`src/hdl/hpc_pkg.sv`:
```
// package for the hashed position cache: sizes, controller states, command/status structs
// used by hpc_ctrl, hpc_datapath and hashed_position_cache_fifo
package hpc_pkg;
    localparam int BUCKET_COUNT_DEF = 4096;
    localparam int POOL_ENTRIES_DEF = 1024;
    localparam int KEY_WORDS        = 5;
    localparam int WORD_W           = 64;
    localparam int KEY_W            = KEY_WORDS * WORD_W;
    localparam int RES_W            = 2;
    localparam int DEPTH_W          = 8;
    localparam logic OP_LOOKUP      = 1'b0;
    localparam logic OP_STORE       = 1'b1;

    typedef enum logic [3:0] {
        ST_IDLE,
        ST_CLEAR,
        ST_HEAD_RD,
        ST_HEAD_WAIT,
        ST_ENT_RD,
        ST_ENT_WAIT,
        ST_ENT_CHK,
        ST_EVICT_RD,
        ST_EVICT_WAIT,
        ST_EVICT_CHK,
        ST_INSERT,
        ST_OUT
    } state_t;

    typedef struct packed {
        logic clear_step;
        logic load_item;
        logic take_head;
        logic follow_link;
        logic set_hit;
        logic evict_rd;
        logic evict_bucket_rd;
        logic evict_clear;
        logic insert;
    } cmd_t;

    typedef struct packed {
        logic clear_done;
        logic is_store;
        logic head_valid;
        logic entry_match;
        logic link_ok;
        logic pool_full;
        logic evict_head_match;
    } status_t;

    function automatic logic [63:0] bit_pack(input logic [63:0] x);
        logic [63:0] p;
        p = (x >> 4) & ~64'h1FF;
        p = p | (x & 64'h1F);
        p = p | ((x >> 2) & 64'h1E0);
        return p;
    endfunction
endpackage

```
`src/hdl/hpc_ctrl.sv`:
```
// controller state machine for the hashed position cache
// depends on hpc_pkg
module hpc_ctrl
    import hpc_pkg::*;
(
    input  logic    clk,
    input  logic    rst_n,
    input  logic    in_take,
    input  logic    out_free,
    input  status_t sts,
    output cmd_t    cmd,
    output logic    busy,
    output logic    out_load
);
    state_t state_reg, state_next;

    always_ff @(posedge clk or negedge rst_n)
    begin
        if (!rst_n)
        begin
            state_reg <= ST_CLEAR;
        end
        else
        begin
            state_reg <= state_next;
        end
    end

    always_comb
    begin
        state_next = state_reg;
        unique case (state_reg)
            ST_CLEAR:      if (sts.clear_done) state_next = ST_IDLE;
            ST_IDLE:       if (in_take) state_next = ST_HEAD_RD;
            ST_HEAD_RD:    state_next = ST_HEAD_WAIT;
            ST_HEAD_WAIT:
            begin
                if (sts.is_store)
                begin
                    state_next = sts.pool_full ? ST_EVICT_RD : ST_INSERT;
                end
                else
                begin
                    state_next = sts.head_valid ? ST_ENT_RD : ST_OUT;
                end
            end
            ST_ENT_RD:     state_next = ST_ENT_WAIT;
            ST_ENT_WAIT:   state_next = ST_ENT_CHK;
            ST_ENT_CHK:
            begin
                if (sts.entry_match || !sts.link_ok) state_next = ST_OUT;
                else state_next = ST_ENT_RD;
            end
            ST_EVICT_RD:   state_next = ST_EVICT_WAIT;
            ST_EVICT_WAIT: state_next = ST_EVICT_CHK;
            ST_EVICT_CHK:  state_next = ST_INSERT;
            ST_INSERT:     state_next = ST_OUT;
            ST_OUT:        if (out_free) state_next = ST_IDLE;
            default:       state_next = ST_IDLE;
        endcase
    end

    always_comb
    begin
        cmd      = '0;
        busy     = 1'b1;
        out_load = 1'b0;
        unique case (state_reg)
            ST_CLEAR:      cmd.clear_step = 1'b1;
            ST_IDLE:
            begin
                busy          = 1'b0;
                cmd.load_item = in_take;
            end
            ST_HEAD_RD:    ;
            ST_HEAD_WAIT:  cmd.take_head = 1'b1;
            ST_ENT_RD:     ;
            ST_ENT_WAIT:   ;
            ST_ENT_CHK:
            begin
                cmd.set_hit     = sts.entry_match;
                cmd.follow_link = !sts.entry_match;
            end
            ST_EVICT_RD:   cmd.evict_rd = 1'b1;
            ST_EVICT_WAIT: cmd.evict_bucket_rd = 1'b1;
            ST_EVICT_CHK:  cmd.evict_clear = sts.evict_head_match;
            ST_INSERT:     cmd.insert = 1'b1;
            ST_OUT:        out_load = out_free;
            default:       ;
        endcase
    end
endmodule

```
`config.mk`:
```
export PLATFORM = sky130hd
export DESIGN_NAME = hpc_ctrl
export DESIGN_NICKNAME = d
export VERILOG_FILES = /design/src/hdl/hpc_pkg.sv /design/src/hdl/hpc_ctrl.sv
export SDC_FILE = /design/constraint.sdc
export NUM_CORES = 1
export LEC_CHECK = 0
export ABC_AREA = 1
export BUFFER_PORTS_ARGS = -buffer_cell sky130_fd_sc_hd__buf_2
export CAP_MARGIN = 20
export CORE_AREA = 2 2 39 41
export DETAILED_ROUTE_END_ITERATION = 10
export DIE_AREA = 0 0 41 43
export SYNTH_ARGS = -nofsm -noshare
export SYNTH_HDL_FRONTEND = slang
export SYNTH_SLANG_ARGS = --single-unit
```
`constraint.sdc`:
```
create_clock -name clk -period 1.5 [get_ports clk]
set_input_delay 0.15 -clock clk [delete_from_list [all_inputs] [get_ports clk]]
set_output_delay 0.15 -clock clk [all_outputs]
set_load 0.02 [all_outputs]
```
# Word level (Yosys, flattened, before mapping)
# Cells that the tools add are included.
classes:
  shifts: 0
  n_addsub: 0
  mux: 18
  reduce_logical: 5
  n_bitwise: 0
  div_mod_pow: 0
  n_eq_ne: 14
  n_lt_le_gt_ge: 0
  n_mul: 0
op_table:
  columns: ["op", "n"]
  rows:
  - ["$pmux W4 S12", 1]
  - ["$mux W4", 7]
  - ["$eq A4 B3 Y1 const B", 4]
  - ["$eq A4 B4 Y1 const B", 4]
  - ["$mux W1", 9]
  - ["$eq A4 B2 Y1 const B", 2]
  - ["$ne A2 B2 Y1 const B", 3]
  - ["$eq A4 B1 Y1 const B", 1]
  - ["$logic_not A4 Y1", 1]
  - ["$reduce_and A3 Y1", 1]
  - ["$logic_not A1 Y1", 2]
  - ["$mux W2", 1]
  - ["$logic_or A1 B1 Y1", 1]
totals:
  mem_bits_ro: 0
  latchBits: 0
  regBits: 4
  input_bits: 11
  n_memories: 0
  mem_bits_rw: 0

# Longest topological paths before layout
logic_depth:
  depth_word: 4
  ltp_mapped: 8
  ltp_nobuf: 8

# Worst setup path before layout
# No wires, ideal clock.
synth_timing:
  path_kind: "reg2out"
  from: "register state_reg[2]"
  to: "output cmd[7] (netlist bit)"
  t_arrival_ns: 1.216
  path_buffers: 0
  stages_incl_launch_ff: 4
  required_ns: 1.350
  path_slack_ns: 0.134
  cell_sequence: "dfrtp_1 nor2_2 nand3_1 nor2_1"
synth_lines:
  columns: ["element", "line_no", "source"]
  rows:
  - ["start, declared", "hpc_ctrl.sv:15", "state_t state_reg, state_next;"]
  - ["start signal, assigned", "hpc_ctrl.sv:25", "state_reg <= state_next;"]
  - ["end, declared", "hpc_ctrl.sv:11", "output cmd_t cmd,"]

==> run_results.csv <==
group,metric,value,unit
run_status,status,"complete, no violations",
timing,relSlewSlack,82.1,%
detailed_routing,vias_per_cell,4.47,
cells_and_area,final_nets,115,
synthesis,yosys_warnings,0,
cells_and_area,final_cell_mix,"buf_2 (19), nand2_1 (17), nor2_1 (14), inv_1 (11), nand3_1 (7)",
global_routing,grt_usage,13.7,%
pwr,p_per_area,2040,nW/um^2
global_routing,grt_remaining_overflow,0,
detailed_routing,wl_per_cell,9.15,microns
timing,min_period,1.45,ns
synthesis,syn_avg_cell_area,5.60,sq um
cells_and_area,diodes,0,
critical_path,rr_worst_depth,7,
cells_and_area,area_growth,44.4,%
detailed_routing,route.detailed.drc,0,
pwr,vdd_ir_drop_max,0.876,mV
detailed_routing,ant_nets,0,
clock_tree,cts-root-buf,"clkbuf_4",
global_routing,grt_pass1_wl,1660,microns
cells_and_area,largest_reg_flops,4,
pwr,power.total,0.00125,W
critical_path,startpoint,"state_reg[0]$_DFFE_PN1P_",
placed_design,gp_congestion,0.829,
placed_design,portBuffers,21,
clock_tree,htreeDepth,1,
floorplanning,pin_count,22,
critical_path,startpoint_type,"register",
timing,slew_viol_final,0,
pwr,p_leak,0.360,nW
clock_tree,cts_sinks,4,
critical_path,r2r-start,"state_reg[0]$_DFFE_PN1P_",
critical_path,end_kind,"output pin",
clock_tree,clk_pin_slew,0.04,ns
synthesis,yosysSeqAreaShare,23.8,%
timing,fin_crit_sh,96.5,%
detailed_routing,drt_iter0_drc,11,
critical_path,r2r_slack,0.26,ns
synthesis,synth.distinct_cells,16,
timing,worst_pin_slew,0.266,ns
cells_and_area,mostFrequentLayoutCell,"buf_2",
detailed_routing,highest_layer,"met3",
cells_and_area,drive_gt1_share,42.7,%
critical_path,critPathCapture,"cmd[6]",
floorplanning,core_area,1380,sq um
timing,max_freq,691,MHz
global_routing,grt_pass1_vias,453,
detailed_routing,via_count,532,
cells_and_area,final_cell_count_no_fill,119,
detailed_routing,met1_length,526,microns
timing,finClkSkew,0.00884,ns
detailed_routing,route.met2.wl,504,microns
global_routing,grt_max_degree,6,
clock_tree,cts_buffer_depth,2,
synthesis,syn_inst,76,
clock_tree,insertion_delay,0.24,ns
global_routing,antenna_found_initial,0,
run,maxCapViolCount,0,
clock_tree,cts_buffers,3,
critical_path,timing.rr.end,"state_reg[1]$_DFFE_PN0P_",
floorplanning,die_w,41,microns
placed_design,dp_hpwl,874,microns
floorplanning,die_h,43,microns
critical_path,critPathKind,"register to output pin",
floorplanning,rows,14,
clock_tree,cts_tree,"done",
timing,setup_viol,0,
critical_path,cp.required,1.35,ns
detailed_routing,dr_wl_met3,59,microns
critical_path,arrival,1.30,ns
timing,final-hold-violation-count,0,
synthesis,ys_ff_latch,4,
critical_path,crit_fanout,5,
synthesis,syn_area,425,sq um
detailed_routing,drt_pass1_iterations,4,
min_path,hp-class,"primary input to async pin",
detailed_routing,wl,1090,microns
floorplanning,die-area,1760,sq um
placed_design,place_inst,113,
floorplanning,start_util,30.7,%
timing,rsz0062_at_grt,"yes",
synthesis,syn_nets,87,
-- report_power, final --
group | internal, W | leakage [nW] | switching [W]
combinational | 0.000291 | 0.299 | 0.000536
sequential | 0.000182 | 0.0464 | 0.000101
clock | 0.0000998 | 0.0150 | 0.0000447
total | 0.000573 | 0.360 | 0.000682
-- worst min-delay path by stage --
stage / startpoint / slack [ns] / endpoint
finish: rst_n / 0.25 / state_reg[2]$_DFFE_PN0P_
global route: rst_n / 0.26 / state_reg[3]$_DFFE_PN0P_
CTS: rst_n / 0.24 / state_reg[3]$_DFFE_PN0P_
detailed placement: rst_n / -0.04 / state_reg[3]$_DFFE_PN0P_
global placement: rst_n / -0.04 / state_reg[3]$_DFFE_PN0P_
floorplan: rst_n / -0.15 / state_reg[1]$_DFFE_PN0P_
-- repair_timing --
item                                    in CTS  in global routing
endpoints found under the setup margin       2                  5
endpoints found under the hold margin        4                  0
gates resized for setup                      1                  6
buffers inserted                             0                  1
hold buffers                                 1                  0
-- through the flow --
step / area, sq um / hold WS [ns] / worst slack (ns) / utilization [%] / setup TNS, ns
final: 614 / 0.246 / 0.0525 / 44.4 / 0
after global routing: 614 / 0.257 / -0.0139 / 44.4 / -0.0248
after CTS: 589 / 0.236 / 0.0123 / 42.6 / 0
after detailed placement: 551 / -0.0430 / 0.201 / 39.8 / 0
after global placement: 551 / -0.0441 / 0.217 / 39.8 / 0
after floorplan: 425 / -0.146 / 0.134 / - / 0
-- layer usage --
metal / up-vias / global-route usage (%)
met1: 227 / 17.3
met5: - / 0
li1: 286 / -
met2: 19 / 21.3
met3: 0 / 6.28
met4: 0 / 2.00
-- synth_stat cells --
master	instances	area share, %
inv_1	11	9.7
o21ai_0	1	1.2
dfrtp_1	3	18
nand2_2	2	2.9
nor2_1	15	13
nor3_1	2	2.4
a21oi_1	2	2.4
nand3_2	1	2.4
nor2_2	5	7.4
nand3_1	7	8.2
inv_2	6	5.3
o221ai_1	1	2.1
nand2_1	17	15
nor2_4	1	2.6
dfstp_2	1	6.2
nand4_1	1	1.5
-- final cells by class --
| type | count | area [sq um] |
|---|---|---|
| flip-flops and latches | 4 | 104 |
| repair buffers | 23 | 128 |
| fillers | 150 | 769 |
| inverters | 17 | 63.8 |
| multi-input cells | 55 | 273 |
| clock buffers | 4 | 26.3 |
| well taps | 16 | 20.0 |
-- cell families (layout without fill, tap and decap cells) --
group | count (synthesis) | in the layout | share of synthesized area (%)
flops | 4 | 4 | 23.8
compound gates | 4 | 4 | 5.59
buf+inv | 17 | 44 | 15.0
simple gates | 51 | 51 | 55.6
-- worst max-delay path, stage by stage (launching register included) --
cell	delay, ns
dfstp_2	0.57
nand2_2	0.10
inv_2	0.09
nand2_1	0.07
inv_1	0.09
buf_4	0.15
Note: power is estimated with default switching activity, not from simulation.
